==> config.mk <==
export PLATFORM = sky130hd
export DESIGN_NAME = approx_double_compare
export DESIGN_NICKNAME = d
export VERILOG_FILES = /design/src/rtl/core/adc_pkg.sv /design/src/rtl/core/approx_double_compare.sv
export SDC_FILE = /design/constraint.sdc
export NUM_CORES = 1
export LEC_CHECK = 0
export BUFFER_PORTS_ARGS = -buffer_cell sky130_fd_sc_hd__buf_2
export CAP_MARGIN = 20
export CORE_MARGIN = 1.5
export CORE_UTILIZATION = 55
export DETAILED_ROUTE_END_ITERATION = 6
export PLACE_DENSITY = 0.77
export SYNTH_ARGS = -nofsm -noshare
export SYNTH_HDL_FRONTEND = slang
export SYNTH_SLANG_ARGS = --single-unit
==> constraint.sdc <==
create_clock -name aclk -period 10.33 [get_ports aclk]
set_input_delay 1.5495 -clock aclk [delete_from_list [all_inputs] [get_ports aclk]]
set_output_delay 1.5495 -clock aclk [all_outputs]
set_load 0.02 [all_outputs]
==> src/rtl/core/adc_pkg.sv <==
`timescale 1ns / 1ps
`default_nettype none
// ----------------------------------------------------------------------------
// adc_pkg
// Shared types and constants for the approximate double compare.
// ----------------------------------------------------------------------------
package adc_pkg;

    localparam int EXP_W  = 11;
    localparam int FRAC_W = 52;
    localparam int MANT_W = FRAC_W + 1;   // with hidden bit
    localparam int DIFF_W = MANT_W + 1;   // aligned difference, shift of at most one
    localparam int LEAD_W = 6;            // index into the difference
    localparam int EDIF_W = EXP_W + 2;    // exponent sums with headroom

    localparam logic [EXP_W-1:0] EXP_MAX = '1;

    typedef enum logic [2:0] {
        FN_EQUALS = 3'd0,
        FN_COMPARE = 3'd1,
        FN_GREATER = 3'd2,
        FN_GREATER_EQ = 3'd3,
        FN_LESS = 3'd4,
        FN_LESS_EQ = 3'd5
    } func_t;

    typedef logic signed [1:0] order_t;
    localparam order_t ORD_EQ = 2'sd0;
    localparam order_t ORD_GT = 2'sd1;
    localparam order_t ORD_LT = -2'sd1;

    // per-item flags carried down the pipeline
    typedef struct packed {
        logic [2:0]       func;
        logic             nan;
        logic             exact_eq;
        logic             gt_raw;
        logic             cand;
        logic [EXP_W-1:0] exp_l;
        logic [EXP_W-1:0] exp_r;
    } item_t;

endpackage
`default_nettype wire

==> src/rtl/core/approx_double_compare.sv <==
`timescale 1ns / 1ps
`default_nettype none
// Throughput: one request per cycle; the four-stage pipeline advances as a whole
// whenever its output register is empty or being taken.
// Reset: synchronous active-low aresetn empties the pipeline and sets
// exponent_gap to 48.
// ----------------------------------------------------------------------------
// approx_double_compare
// Compares two double bit patterns, treating them as equal when exactly equal
// or when the exponent of their difference lies more than exponent_gap below
// both operand exponents; returns a three-way order and a predicate answer.
// ----------------------------------------------------------------------------
module approx_double_compare #(
    parameter int GAP_RESET = 48
) (
    input  wire                                aclk,
    input  wire                                aresetn,
    input  wire                                s_tvalid,
    output logic                               s_tready,
    input  wire  [127:0]                       s_tdata,   // [63:0] left_bits, [127:64] right_bits
    input  wire  [2:0]                         s_tuser,   // [2:0] func
    output logic                               m_tvalid,
    input  wire                                m_tready,
    output logic [7:0]                         m_tdata,   // [1:0] order, [2] answer, zero fill
    input  wire                                cfg_valid,
    output logic                               cfg_ready,
    input  wire  [adc_pkg::EXP_W-1:0]          cfg_data   // exponent_gap
);
    import adc_pkg::*;

    logic             advance;
    logic [EXP_W-1:0] gap_reg;

    logic             v1_reg, v2_reg, v3_reg, v4_reg;
    item_t            it1_reg, it2_reg, it3_reg;
    item_t            it1_next;
    logic [MANT_W-1:0] big1_reg, small1_reg, big1_next, small1_next;
    logic             k1_reg, k1_next;
    logic [EXP_W-1:0] emin1_reg, emin2_reg, emin1_next;
    logic [DIFF_W-1:0] d2_reg, d2_next;
    logic [EXP_W-1:0] ed3_reg, ed3_next;
    order_t           order4_reg, order4_next;
    logic             ans4_reg, ans4_next;
    logic [2:0]       func4_reg;

    assign advance   = !v4_reg || m_tready;
    assign s_tready  = advance;
    assign cfg_ready = 1'b1;
    assign m_tvalid  = v4_reg;
    assign m_tdata   = {5'd0, ans4_reg, order4_reg};

    always_ff @(posedge aclk) begin
        if (!aresetn) begin
            gap_reg <= EXP_W'(GAP_RESET);
        end else if (cfg_valid) begin
            gap_reg <= cfg_data;
        end
    end

    // stage 1: classify, magnitude compare, order operands by size
    always_comb begin
        logic [63:0]       lb, rb;
        logic [EXP_W-1:0]  el, er, eal, ear, ebig, esmall, kd;
        logic [MANT_W-1:0] ml, mr;
        logic              nan_l, nan_r, zero_both, mag_gt, mag_ge, fin;
        lb = s_tdata[63:0];
        rb = s_tdata[127:64];
        el = lb[62:52];
        er = rb[62:52];
        nan_l = (el == EXP_MAX) && (lb[51:0] != '0);
        nan_r = (er == EXP_MAX) && (rb[51:0] != '0);
        zero_both = (lb[62:0] == '0) && (rb[62:0] == '0);
        mag_gt = lb[62:0] > rb[62:0];
        mag_ge = lb[62:0] >= rb[62:0];
        fin = (el != EXP_MAX) && (er != EXP_MAX);
        ml = {(el != '0), lb[51:0]};
        mr = {(er != '0), rb[51:0]};
        // subnormals scale like exponent one
        eal = (el == '0) ? EXP_W'(1) : el;
        ear = (er == '0) ? EXP_W'(1) : er;
        big1_next   = mag_ge ? ml : mr;
        small1_next = mag_ge ? mr : ml;
        ebig        = mag_ge ? eal : ear;
        esmall      = mag_ge ? ear : eal;
        kd          = ebig - esmall;
        k1_next     = kd[0];
        emin1_next  = esmall;
        it1_next.func     = s_tuser;
        it1_next.nan      = nan_l || nan_r;
        it1_next.exact_eq = !(nan_l || nan_r) && ((lb == rb) || zero_both);
        if (lb[63] != rb[63]) begin
            it1_next.gt_raw = !lb[63];
        end else begin
            it1_next.gt_raw = lb[63] ? (rb[62:0] > lb[62:0]) : mag_gt;
        end
        // only a same-sign pair with exponents at most one apart can come out near
        it1_next.cand  = fin && (lb[63] == rb[63]) && (kd <= EXP_W'(1));
        it1_next.exp_l = el;
        it1_next.exp_r = er;
    end

    // stage 2: exact aligned difference
    assign d2_next = ({1'b0, big1_reg} << k1_reg) - {1'b0, small1_reg};

    // stage 3: exponent of the difference from its leading one
    always_comb begin
        logic [LEAD_W-1:0]     lead;
        logic signed [EDIF_W-1:0] e;
        lead = '0;
        for (int i = 0; i < DIFF_W; i++) begin
            if (d2_reg[i]) begin
                lead = LEAD_W'(i);
            end
        end
        e = $signed({2'b00, emin2_reg}) + $signed({{(EDIF_W-LEAD_W){1'b0}}, lead})
            - EDIF_W'(FRAC_W);
        ed3_next = (e <= 0) ? '0 : e[EXP_W-1:0];
    end

    // stage 4: tolerance test and predicate
    always_comb begin
        logic [EDIF_W-1:0] lim;
        logic near, eq, gt, lt;
        lim  = {2'b00, ed3_reg} + {2'b00, gap_reg};
        near = it3_reg.cand && (lim < {2'b00, it3_reg.exp_l})
               && (lim < {2'b00, it3_reg.exp_r});
        eq   = !it3_reg.nan && (it3_reg.exact_eq || near);
        gt   = !it3_reg.nan && !eq && it3_reg.gt_raw;
        lt   = !it3_reg.nan && !eq && !it3_reg.gt_raw;
        order4_next = eq ? ORD_EQ : (gt ? ORD_GT : ORD_LT);
        case (it3_reg.func)
            FN_EQUALS:     ans4_next = eq;
            FN_COMPARE:    ans4_next = eq;
            FN_GREATER:    ans4_next = gt;
            FN_GREATER_EQ: ans4_next = eq || gt;
            FN_LESS:       ans4_next = lt;
            FN_LESS_EQ:    ans4_next = eq || lt;
            default:       ans4_next = 1'b0;
        endcase
    end

    always_ff @(posedge aclk) begin
        if (!aresetn) begin
            v1_reg <= 1'b0;
            v2_reg <= 1'b0;
            v3_reg <= 1'b0;
            v4_reg <= 1'b0;
        end else if (advance) begin
            v1_reg <= s_tvalid;
            v2_reg <= v1_reg;
            v3_reg <= v2_reg;
            v4_reg <= v3_reg;
        end
    end

    always_ff @(posedge aclk) begin
        if (advance) begin
            it1_reg    <= it1_next;
            big1_reg   <= big1_next;
            small1_reg <= small1_next;
            k1_reg     <= k1_next;
            emin1_reg  <= emin1_next;
            it2_reg    <= it1_reg;
            d2_reg     <= d2_next;
            emin2_reg  <= emin1_reg;
            it3_reg    <= it2_reg;
            ed3_reg    <= ed3_next;
            order4_reg <= order4_next;
            ans4_reg   <= ans4_next;
            func4_reg  <= it3_reg.func;
        end
    end

`ifndef SYNTHESIS
    a_order_code: assert property (@(posedge aclk) disable iff (!aresetn)
        m_tvalid |-> (m_tdata[1:0] != 2'b10))
        else $error("order code out of range");
    a_reset_empty: assert property (@(posedge aclk)
        !aresetn |=> !m_tvalid)
        else $error("result valid after reset");
    a_equals_order: assert property (@(posedge aclk) disable iff (!aresetn)
        (m_tvalid && (func4_reg == FN_EQUALS || func4_reg == FN_COMPARE))
        |-> (m_tdata[2] == (m_tdata[1:0] == 2'b00)))
        else $error("equals answer disagrees with order");
    a_nan_never_eq: assert property (@(posedge aclk) disable iff (!aresetn)
        (v3_reg && advance && it3_reg.nan) |=> (m_tdata[1:0] == 2'b11))
        else $error("nan operand not ordered below");
`endif

endmodule
`default_nettype wire

# Yosys cells after proc, flatten, opt, wreduce, memory -nomap -nowiden

Cells that the tools add are included.

$add $sub $neg: 5
Magnitude comparators: 7
Equal/unequal tests: 12
Shift-type cells: 1
Muxes and demuxes: 63
Reductions and logical operators: 35

Operators with widths:

| kind                  | number |
|---|---|
| $mux 6                | 52 |
| $gt 63x63->1          | 2 |
| $logic_not 63->1      | 2 |
| $mux 53               | 2 |
| $reduce_bool 52->1    | 2 |
| $eq 64x64->1          | 1 |
| $ge 63x63->1          | 1 |
| $shl 53x1->54         | 1 |
| $sub 54x53->54        | 1 |
| $mux 11               | 4 |
| $lt 12x11->1          | 2 |
| $eq 11x11->1 const B  | 2 |
| $logic_not 11->1      | 2 |
| $ne 11x11->1 const B  | 2 |
| $reduce_bool 11->1    | 2 |
| $le 13x1->1 const B   | 1 |
| $logic_and 1x1->1     | 13 |
| $sub 12x6->13 const B | 1 |
| $add 11x11->12        | 1 |
| $add 11x6->12         | 1 |
| $le 11x1->1 const B   | 1 |
| $sub 11x11->11        | 1 |
| $eq 3x2->1 const B    | 2 |
| $eq 3x3->1 const B    | 2 |
| other kinds (10)      | 22 |

Register bits: 299
Bits of input ports: 147
Logic and storage cells: 158

# Depth between registers and ports, before layout

Gate-level depths: netlist of run 1.

Depth in word-level cells: 56
Mapped depth: 26
Depth with buffers taken out: 24

# Least setup slack after synthesis of run 1

Ideal clock, no wire load.

Path type: input to output
Start point: input m_tready
End point: output s_tready
Arrival: 9.595 ns
Data required time: 8.781 ns
Setup slack: -0.814 ns
Stages: 2
Path buffers: 1
Cell sequence: nand2b_1 > clkbuf_1

Longest elaborated chain between the ends: 1

Ends and longest elaborated chain:

| element            | RTL line                    | RTL |
|---|---|---|
| start: declaration | approx_double_compare.sv:23 | `input wire m_tready,` |
| $logic_or 1x1->1   | approx_double_compare.sv:46 | `assign advance = !v4_reg \|\| m_tready;` |
| end: declaration   | approx_double_compare.sv:19 | `output logic s_tready,` |

No other way between the ends.

==> metrics.md, run 1 <==
| Metric | Value |
|---|---|
| Max Fclk | 166 MHz |
| Post-Route WL | 45.6 mm |
| Drt wl/cell | 19.7 µm |
| Slew HR | 24.8% |
| Nets | 2167 |
| Finished Layout Cells | 2319 |
| Hold-fix buffer count after cts | 0 |
| Placer congestion estimate | 0.997 |
| Post-synth cell types | 78 |
| Yosys top cell area share | 44.7% |
| Most area-consuming cells after synthesis | edfxtp_1 (45%), ha_1 (11%), mux2_2 (7.8%) |
| Root buffer cell | clkbuf_16 |
| Crit-path cells | buf_2 > inv_1 > ha_1 > nor2b_1 > o21a_1 > o21a_1 > o21bai_1 > a21oi_1 > o21ai_0 > o2111ai_1 > a21oi_1 > o21bai_4 > mux2_2 > ha_1 > nor2b_1 > o21ai_0 > nand2b_1 > and2_1 > o21ai_0 > nand2b_1 > a21o_1 > a21oi_1 > mux2i_1 > nor3_1 |
| Synth top cells by count | edfxtp_1 (283), inv_1 (189), ha_1 (174) |
| Total power | 4.72 mW |
| Die Span X | 189 µm |
| Drt pass-1 iters | 6 |
| Final Max Slew Viols | 0 |
| Worst-skew pair later-pin latency | 0.54 ns |
| Synth Register Bits | 298 |
| PwrDens | 221 nW/µm² |
| Routed Antenna Nets | 0 |
| Clk slew on worst S/H paths | 0.06 ns |
| DRC | 0 |
| H-tree depth | 2 |
| Final setup viols | 0 |
| Syn Inst Count | 1682 |
| RSZ-0062 raised after global routing | false |
| Clock Sinks | 298 |
| Final Hold Fails | 0 |
| Layout cell share with drive strength beyond 1 | 19.8% |
| Die Span Y | 189 µm |
| Global-route wire length before repair | 70.2 mm |
| Startpoint Class | input port |
| Initial antenna violation count | 7 |
| Setup TNS | 0 ns |
| CP peak stage delay | 0.46 ns |
| DRC violation total after the first TritonRoute iteration | 1101 |
| Core outline area | 33800 µm² |
| Worst Slack Setup Final | 4.30 ns |
| Hpwl dp | 35.0 mm |
| DR vias | 13600 |
| Die ar. | 35700 µm² |
| Mean Syn Cell Area | 11.3 µm² |
| Worst-Margin Slew | 1.12 ns |
| Global router's overall resource usage | 25.3% |
| Sequential area share after synthesis | 46.3% |
| Crit Path Class | in -> reg |
| Fin crit period | 6.03 ns |
| Critical Path RT | 10.61 ns |
| Pin count of the biggest net entering global routing | 138 |
| Asr flop ratio synth | 0% |
| Crit-path slowest cell | o21bai_4 |
| Min-Delay Path Class | reg -> reg |
| Post-CTS Setup Bufs | 0 |
| FP Rows | 67 |
| Status | finished clean |
| GR Overflow Total | 0 |
| VDD IR-drop max | 0.144 mV |
| Place WS | 3.81 ns |
| Max-cap violations | 0 |
| Cts bufs inserted | 34 |
| Starting density of the core | 56.3% |
| CP max FO | 33 |
| Synthesis Warnings | 0 |
| Synth Flop Type | edfxtp_1 |
| Lkg Pwr | 9.34 nW |
| Area Overhead vs Synth | 12.4% |
| Placed cell count | 2253 |
| Port bufs | 151 |
| CTS tree | built |
| Crit path DAT | 6.31 ns |
| Via/cell ratio | 5.86 |
| Post-Syn Area | 19000 µm² |
| Setup crit end kind | flop |
| Final setup skew | 0.0207 ns |
| Ports | 158 |
| PostCTS Resize Cnt | 0 |
| Largest area contributor in the netlist | edfxtp_1 |
| Period utilisation layout | 58.4% |
| Most numerous cell in the Yosys netlist | edfxtp_1 |
| Number of synthesized flops with an enable pin | 283 |
| Clk buf depth | 3 |
| Vias in the first global route | 13100 |
## area by class of cell
cell class / instances / area [µm²]
antenna: 3 / 7.51
sequential: 298 / 8800
fill: 2611 / 12400
inverter: 189 / 709
tap: 448 / 561
clock buffer: 40 / 925
timing repair buffer: 160 / 841
multi-input combinational: 1159 / 9250
clock inverter: 22 / 269
## routing by layer
metal	wire length [µm]	vias to the layer above	share of wire [%]	GRT usage [%]
met5	55	-	0.12	0
met4	1790	8	3.9	10.6
met3	2900	106	6.4	3.86
met2	21800	490	48	41.8
met1	19100	6424	42	33.3
li1	-	6569	-	-
## path summary, 6_finish.rpt
check              from          end  slack, ns  depth (start not counted)
max          s_tdata[1]  it1_reg[22]       4.30                         24
min          it1_reg[9]   it2_reg[9]       0.42                          0
max reg2reg  d2_reg[17]   ed3_reg[3]       4.71                         21
min reg2reg  it1_reg[9]   it2_reg[9]       0.42                          0
## logic make-up after synthesis
| kind of cell | synth area share (%) |
|---|---|
| AOI/OAI and AO/OA | 11.2 |
| xor gates and xnor gates | 3.00 |
| muxes | 12.1 |
| adders and majority gates | 11.9 |
| other | 0.0395 |
| buffers and inverters | 5.20 |
| and+or+nand+nor | 10.3 |
| DFF | 46.3 |
## metrics by stage
| stage | utilization, % | cell area, µm² | hold WS (ns) |
|---|---|---|---|
| final | 63.2 | 21400 | 0.418 |
| after global routing | 63.2 | 21400 | 0.416 |
| after CTS | 63.2 | 21300 | 0.416 |
| after detailed placement | 59.6 | 20100 | 0.405 |
| after global placement | 59.6 | 20100 | 0.402 |
| after floorplan | - | 19000 | 0.400 |
## critical path: cells and delay by family
kind | cells | cell delay, ns
fa+ha+maj | 2 | 0.60
buf+inv | 2 | 0.18
mux | 2 | 0.62
simple gates | 6 | 0.70
compound gates | 12 | 2.67
## cell usage in the layout (no fill, tap or decap), drive strengths merged, types with 29 or more instances in the layout
master | Yosys | layout
edfxtp | 283 | 283
inv | 189 | 194
mux2 | 178 | 178
ha | 174 | 174
buf | 31 | 159
nor2 | 101 | 101
a21oi | 99 | 99
nand2 | 58 | 58
o21ai | 56 | 56
a21o | 49 | 49
nor4 | 46 | 46
xnor2 | 41 | 41
clkbuf | 9 | 40
nand4 | 37 | 37
nand3 | 32 | 32
nor2b | 31 | 31
mux2i | 29 | 29
## report_power, final
group          internal, mW  switching [mW]
registers              1.63           0.138
logic                 0.733           0.955
clock network         0.756           0.505
total                  3.12            1.60
Power figures use the tool's default switching activity.
==> run 2, diff against run 1 <==
--- a/config.mk
+++ b/config.mk
@@ -8,9 +8,9 @@
 export BUFFER_PORTS_ARGS = -buffer_cell sky130_fd_sc_hd__buf_2
 export CAP_MARGIN = 20
 export CORE_MARGIN = 1.5
-export CORE_UTILIZATION = 55
+export CORE_UTILIZATION = 61
 export DETAILED_ROUTE_END_ITERATION = 6
-export PLACE_DENSITY = 0.77
+export PLACE_DENSITY = 0.81
 export SYNTH_ARGS = -nofsm -noshare
 export SYNTH_HDL_FRONTEND = slang
 export SYNTH_SLANG_ARGS = --single-unit
==> constraint.sdc (replaced) <==
create_clock -name aclk -period 6.07 [get_ports aclk]
set_input_delay 0.9105 -clock aclk [delete_from_list [all_inputs] [get_ports aclk]]
set_output_delay 0.9105 -clock aclk [all_outputs]
set_load 0.02 [all_outputs]
==> run 2 against run 1 <==
Against the previous run: global-route usage up 1.8 points; cell count shrank 2.0%; clock skew is 0.0019 ns higher; sequential cell count unchanged; count of clock-buffer cells in the layout up 2; non-clock buffer count is 3 higher; critical endpoint is now ed3_reg[0]; largest cell class unchanged; worst setup slack got worse by 3.5 ns; first-iteration DRC count shrank 18%; die area fell by 9.7%; routed wire length is 2.4% lower; sequential power up 70%.
==> metrics.md, run 2 (synthesis gave the netlist of run 1 again) <==
| Metric | Value |
|---|---|
| Clock network power share | 26.2% (-0.5 points) |
| Drt wl/cell | 19.6 µm (-0.41%) |
| VDD IR-drop max | 0.206 mV (+43%) |
| Final setup skew | 0.0226 ns (+0.00187 ns) |
| Crit Path Class | reg -> reg |
| Pin count of the biggest net entering global routing | 149 (+8.0%) |
| CP peak stage delay | 0.47 ns (about the same) |
| CP max FO | 7 (-79%) |
| CP delay by family, top | compound AO/OA/AOI/OAI gates |
| Initial antenna violation count | 6 (-1) |
| Most frequent cells in the layout | edfxtp_1 (283), inv_1 (189), ha_1 (174) |
| Clk buf depth | 3 (unchanged) |
| Clock Sinks | 298 (unchanged) |
| Ports | 158 (unchanged) |
| Final setup viols | 0 (unchanged) |
| Commonest non-fill, non-tap cell in the layout | edfxtp_1 |
| Switching share of power | 33.5% (-0.34 points) |
| Global-route wire length before repair | 69.2 mm (-1.4%) |
| Setup TNS | 0 ns (unchanged) |
| Setup crit end kind | flop |
| PostCTS Resize Cnt | 0 (unchanged) |
| Hold-fix buffer count after cts | 0 (unchanged) |
| Worst-Margin Slew | 1.01 ns (-0.110 ns) |
| Hpwl dp | 33.8 mm (-3.6%) |
| Global router's overall resource usage | 27.1% (+1.8 points) |
| Buf/Inv on CP | 0 (-2) |
| Status | finished clean |
| P_int | 5.29 mW (+70%) |
| Combinational fraction of design power | 35.9% (about the same) |
| P_sw | 2.67 mW (+67%) |
| Worst-skew pair later-pin latency | 0.52 ns (-0.02 ns) |
| Fin crit period | 5.29 ns |
| Starting density of the core | 62.0% (+5.7 points) |
| Min-Delay Path Class | reg -> reg |
| CTS tree | built |
| Register share of total power | 37.8% (+0.3 points) |
| Period utilisation layout | 87.1% |
| Die Span Y | 180 µm (-5.0%) |
| PwrDens | 374 nW/µm² (+69%) |
| GR Overflow Total | 0 (unchanged) |
| Total power | 7.96 mW (+69%) |
| Most frequent CP cell | o31ai_1 |
| Max Fclk | 189 MHz |
| Max-cap violations | 0 (unchanged) |
| Final Hold Fails | 0 (unchanged) |
| Via/cell ratio | 6.02 (+2.7%) |
| Layout cell share with drive strength beyond 1 | 19.9% (+0.12 points) |
| Drt pass-1 iters | 5 (-1) |
| Die Span X | 180 µm (-5.0%) |
| Crit path DAT | 5.55 ns (-0.76 ns) |
| Slew HR | 31.0% (+6.2 points) |
| Nets | 2171 (+0.18%) |
| Startpoint Class | flop |
| Post-CTS Setup Bufs | 0 (unchanged) |
| Vias in the first global route | 13300 (+1.5%) |
| Clk slew on worst S/H paths | 0.06 ns (about the same) |
| H-tree depth | 2 (unchanged) |
| Cts bufs inserted | 35 (+2.9%) |
| Root buffer cell | clkbuf_16 |
| Lkg Pwr | 9.34 nW (about the same) |
| RSZ-0062 raised after global routing | false |
| DRC | 0 (unchanged) |
| Post-Route WL | 44.5 mm (-2.4%) |
| FP Rows | 64 (-4.5%) |
| Area Overhead vs Synth | 12.1% |
| Critical Path RT | 6.33 ns (-4.28 ns) |
| Final Max Slew Viols | 0 (unchanged) |
| Placed cell count | 2204 (-2.2%) |
| Core outline area | 30700 µm² (-9.2%) |
| DR vias | 13700 (+0.64%) |
| Port bufs | 151 (unchanged) |
| DRC violation total after the first TritonRoute iteration | 898 (-18%) |
| Crit-path slowest cell | a21boi_0 |
| Routed Antenna Nets | 0 (unchanged) |
| Die ar. | 32200 µm² (-9.7%) |
| Placer congestion estimate | 0.984 (-1.2%) |
| Crit-path cells | o31ai_1 > a21boi_0 > o31ai_1 > a211oi_1 > o31ai_1 > a211oi_1 > o31ai_1 > a31oi_1 > o32ai_1 > ha_1 > ha_1 > a21o_1 > a21oi_1 > nand2b_1 > a21oi_1 > o211ai_1 > o21bai_1 > a21o_1 > a21boi_0 > a41o_1 > nor2_1 |
| Finished Layout Cells | 2272 (-2.0%) |
-- run 2: cell types whose count changed in the layout (fill, tap and decap cells not counted), moves of 2 or more --
| cell | previous run | this run |
|---|---|---|
| inv_16 | 2 | 0 |
| buf_4 | 7 | 10 |
| clkbuf_8 | 3 | 0 |
| inv_6 | 0 | 2 |
| inv_8 | 2 | 0 |
| clkbuf_1 | 2 | 6 |
| clkinv_4 | 0 | 2 |
| clkinv_1 | 5 | 3 |
| clkinv_2 | 3 | 6 |
-- run 2: stage by stage --
stage / hold WS, ns / util [%] / setup slack, ns / cell area, µm²
finish: 0.414 / 69.5 / 0.783 / 21300
global route: 0.418 / 69.4 / 0.382 / 21300
CTS: 0.415 / 69.3 / 0.809 / 21300
detailed placement: 0.405 / 65.6 / 0.417 / 20100
global placement: 0.401 / 65.6 / 0.553 / 20100
floorplan: 0.400 / - / 0.489 / 19000
-- run 2: worst paths after layout --
kind	cells past startpoint	to	start	slack [ns]
worst max-delay path	21	ed3_reg[0]	d2_reg[4]	0.78
worst min-delay path	0	it2_reg[18]	it1_reg[18]	0.41
worst max register to register	21	ed3_reg[0]	d2_reg[4]	0.78
worst min register to register	0	it2_reg[18]	it1_reg[18]	0.41
-- run 2: power groups by stage --
stage,Clock [mW],Combinational [mW],Sequential [mW]
3_3_place_gp,0,2.69,3.03
4_1_cts,2.12,2.83,3.01
3_5_place_dp,0,2.79,3.05
6_report,2.09,2.86,3.01
2_1_floorplan,0,2.15,2.97
5_1_grt,2.19,3.15,3.06
-- run 2: worst register-to-register path, stage by stage, from the launching register on --
cell and delay, ns:
edfxtp_1 0.42, o31ai_1 0.39, a21boi_0 0.17, o31ai_1 0.28, a211oi_1 0.12, o31ai_1 0.39, a211oi_1 0.16, o31ai_1 0.27
a31oi_1 0.17, o32ai_1 0.16, ha_1 0.28, ha_1 0.22, a21o_1 0.16, a21oi_1 0.21, nand2b_1 0.13, a21oi_1 0.09
o211ai_1 0.26, o21bai_1 0.11, a21o_1 0.20, a21boi_0 0.47, a41o_1 0.31, nor2_1 0.07
-- run 2: cell type report --
cell class / instances / area [µm²]
Timing Repair Buffer: 163 / 878
Clock inverter: 21 / 235
Inverter: 189 / 709
Clock buffer: 42 / 923
Multi-Input combinational cell: 1159 / 9250
Tap cell: 396 / 495
Antenna cell: 4 / 10.0
Fill cell: 2200 / 9370
Sequential cell: 298 / 8800
-- run 2: routing by layer --
metal	up-vias	track usage, %	wire, µm
met1	6480	36.2	18700
met5	-	0	25
met3	106	4.03	3030
li1	6581	-	-
met4	4	11.7	1730
met2	513	44.1	21000
==> run 3, diff against run 2 <==
--- a/config.mk
+++ b/config.mk
@@ -8,9 +8,8 @@
 export BUFFER_PORTS_ARGS = -buffer_cell sky130_fd_sc_hd__buf_2
 export CAP_MARGIN = 20
 export CORE_MARGIN = 1.5
-export CORE_UTILIZATION = 61
+export CORE_UTILIZATION = 44
 export DETAILED_ROUTE_END_ITERATION = 6
-export PLACE_DENSITY = 0.81
 export SYNTH_ARGS = -nofsm -noshare
 export SYNTH_HDL_FRONTEND = slang
 export SYNTH_SLANG_ARGS = --single-unit
==> constraint.sdc (replaced) <==
create_clock -name aclk -period 6.07 [get_ports aclk]
set_input_delay 0 -clock aclk [delete_from_list [all_inputs] [get_ports aclk]]
set_output_delay 0 -clock aclk [all_outputs]
set_load 0.02 [all_outputs]
==> run 3 against run 2 <==
Against the previous run: combinational power up 5%; core utilization down 13 points; via count is 5.1% higher; first-iteration DRC count shrank 0.56%; count of clock-buffer cells in the layout is 3 lower; largest cell class unchanged; clock skew is 0.0040 ns lower; cell count grew 18%; sequential share of layout area shrank 4.2 points; critical path type is now in -> reg; clock power decreased by 2%.
==> metrics.md, run 3 (synthesis gave the netlist of run 1 again) <==
| Metric | Value |
|---|---|
| FP Rows | 75 (+17%) |
| Min-Delay Path Class | in -> reg |
| Lkg Pwr | 10.3 nW (+10%) |
| Clk buf depth | 3 (unchanged) |
| Drt pass-1 iters | 5 (unchanged) |
| Worst-Margin Slew | 1.14 ns (+0.130 ns) |
| WL met2 | 23.7 mm (+13%) |
| Status | finished clean |
| Placer congestion estimate | 0.898 (-8.8%) |
| Most frequent cells in the layout | edfxtp_1 (283), dlygate4sd3_1 (220), inv_1 (189) |
| Hold Path Depth | 6 (+6) |
| Finished Layout Cells | 2677 (+18%) |
| DRC | 0 (unchanged) |
| Critical Path RT | 6.37 ns (+0.04 ns) |
| CTS tree | built |
| Sequential Area | 8800 µm² (unchanged) |
| Cts bufs inserted | 35 (unchanged) |
| Slew HR | 23.9% (-7.1 points) |
| Die Span Y | 211 µm (+17%) |
| Routed Antenna Nets | 0 (unchanged) |
| Global router's overall resource usage | 22.6% (-4.4 points) |
| Die Span X | 211 µm (+17%) |
| Hold_sp | s_tdata[127] |
| Area Overhead vs Synth | 24.8% |
| Die ar. | 44500 µm² (+38%) |
| Layout cell share with drive strength beyond 1 | 17.8% (-2.0 points) |
| Core outline area | 42300 µm² (+38%) |
| GR Overflow Total | 0 (unchanged) |
| Root buffer cell | clkbuf_16 |
| Startpoint Class | input port |
| Pin count of the biggest net entering global routing | 199 (+34%) |
| Clk slew on worst S/H paths | 0.06 ns (about the same) |
| Fin crit period | 5.08 ns (-0.206 ns) |
| Setup crit end kind | flop |
| Initial antenna violation count | 6 (unchanged) |
| PwrDens | 341 nW/µm² (-8.8%) |
| VDD IR-drop max | 0.189 mV (-8.2%) |
| Met1 wire length | 22.2 mm (+19%) |
| Hpwl dp | 36.4 mm (+7.9%) |
| Worst reg-to-reg setup slack | 1.04 ns (+0.26 ns) |
| Met3 wirelength from detailed routing | 2.32 mm (-24%) |
| Final setup viols | 0 (unchanged) |
| Worst Slack Setup Final | 0.988 ns (+0.206 ns) |
| Max-cap violations | 0 (unchanged) |
| Crit Path Class | in -> reg |
| Max Fclk | 197 MHz (+4.0%) |
| FF-to-FF path depth | 21 (unchanged) |
| Post-CTS Setup Bufs | 0 (unchanged) |
| Port bufs | 151 (unchanged) |
| Clock Sinks | 298 (unchanged) |
| DRC violation total after the first TritonRoute iteration | 893 (-0.56%) |
| Place WS | 1.01 ns (+0.589 ns) |
| Crit path DAT | 5.38 ns (-0.17 ns) |
| Setup TNS | 0 ns (unchanged) |
| Commonest non-fill, non-tap cell in the layout | edfxtp_1 |
| Post-Route WL | 50.1 mm (+12%) |
| RSZ-0062 raised after global routing | false |
| Placed cell count | 2389 (+8.4%) |
| Period utilisation layout | 83.7% (-3.4 points) |
| Final setup skew | 0.0186 ns (-0.00396 ns) |
| Drt wl/cell | 18.7 µm (-4.5%) |
| Worst hold endpoint | it1_reg[22] |
| PostCTS Resize Cnt | 0 (unchanged) |
| Global-route wire length before repair | 77.9 mm (+13%) |
| Starting density of the core | 44.9% (-17 points) |
| Hold-fix buffer count after cts | 220 (+220) |
| Fin Hold WS | 0.161 ns (-0.253 ns) |
| H-tree depth | 2 (unchanged) |
| Via/cell ratio | 5.37 (-11%) |
| Worst-skew pair later-pin latency | 0.56 ns (+0.04 ns) |
| Ports | 158 (unchanged) |
| Nets | 2395 (+10%) |
| CP max FO | 34 (+27) |
| R2R Path End | ed3_reg[6] |
| Multi-input logic area | 9250 µm² (about the same) |
| Final Max Slew Viols | 0 (unchanged) |
| DR vias | 14400 (+5.1%) |
| Fillers | 3576 (+63%) |
| RR Startpoint | d2_reg[4] |
| Vias in the first global route | 14600 (+9.8%) |
| Highest Signal Layer | met5 |
| Final Hold Fails | 0 (unchanged) |
[run 3: metrics by stage]
stage	power [mW]	util [%]	cell area, µm²
2_1_floorplan	5.12	-	19000
3_3_place_gp	5.83	48.1	20400
3_5_place_dp	5.88	48.2	20400
4_1_cts	8.12	56.0	23700
5_1_grt	8.62	56.1	23700
6_report	8.09	56.1	23700
[run 3: power by group]
part | internal (mW) | leakage [nW] | total, mW | switching [mW]
clock | 1.16 | 0.540 | 2.05 | 0.890
combinational | 1.39 | 6.62 | 3.01 | 1.62
sequential | 2.78 | 3.12 | 3.02 | 0.249
[run 3: how the worst max path moves through the flow]
| stage | startpoint | endpoint | slack, ns | cells after the start |
|---|---|---|---|---|
| final | s_tdata[44] | it1_reg[22] | 0.99 | 24 |
| after global routing | d2_reg[4] | ed3_reg[6] | 0.55 | 21 |
| after CTS | d2_reg[4] | ed3_reg[4] | 1.01 | 21 |
| after detailed placement | s_tdata[39] | it1_reg[22] | 1.01 | 23 |
| after global placement | s_tdata[39] | it1_reg[22] | 1.12 | 23 |
| after floorplan | m_tvalid | m_tvalid | 1.21 | 3 |
[run 3: critical path: stages]
cell and delay (ns):
dlygate4sd3_1 0.55, buf_2 0.20, inv_1 0.06, ha_1 0.31, nand4_1 0.15, nor4_1 0.61, buf_4 0.22, nand2_1 0.05
a31oi_1 0.35, o31a_1 0.21, a21oi_1 0.07, o21bai_4 0.43, mux2_1 0.43, ha_1 0.26, nor2b_1 0.12, o21ai_0 0.14
nand2b_1 0.09, and2_1 0.18, o21ai_0 0.17, nand2b_1 0.11, a21o_1 0.19, a21oi_1 0.19, mux2i_1 0.20, nor3_1 0.06
[run 3: per-layer routing]
layer | track usage, % | vias to the layer above
met2 | 37.7 | 390
li1 | - | 7031
met3 | 3.75 | 122
met1 | 29.5 | 6840
met4 | 9.06 | 4
met5 | 0 | -
[run 3: layout make-up]
| cell class | count | area share (%) |
|---|---|---|
| well taps | 577 | 3.04 |
| flip-flops and latches | 298 | 37.1 |
| inverters | 189 | 2.99 |
| clock inverters | 24 | 0.912 |
| repair buffers | 387 | 13.2 |
| diodes | 4 | 0.0422 |
| clock buffers | 39 | 3.75 |
| multi-input cells | 1159 | 39.0 |
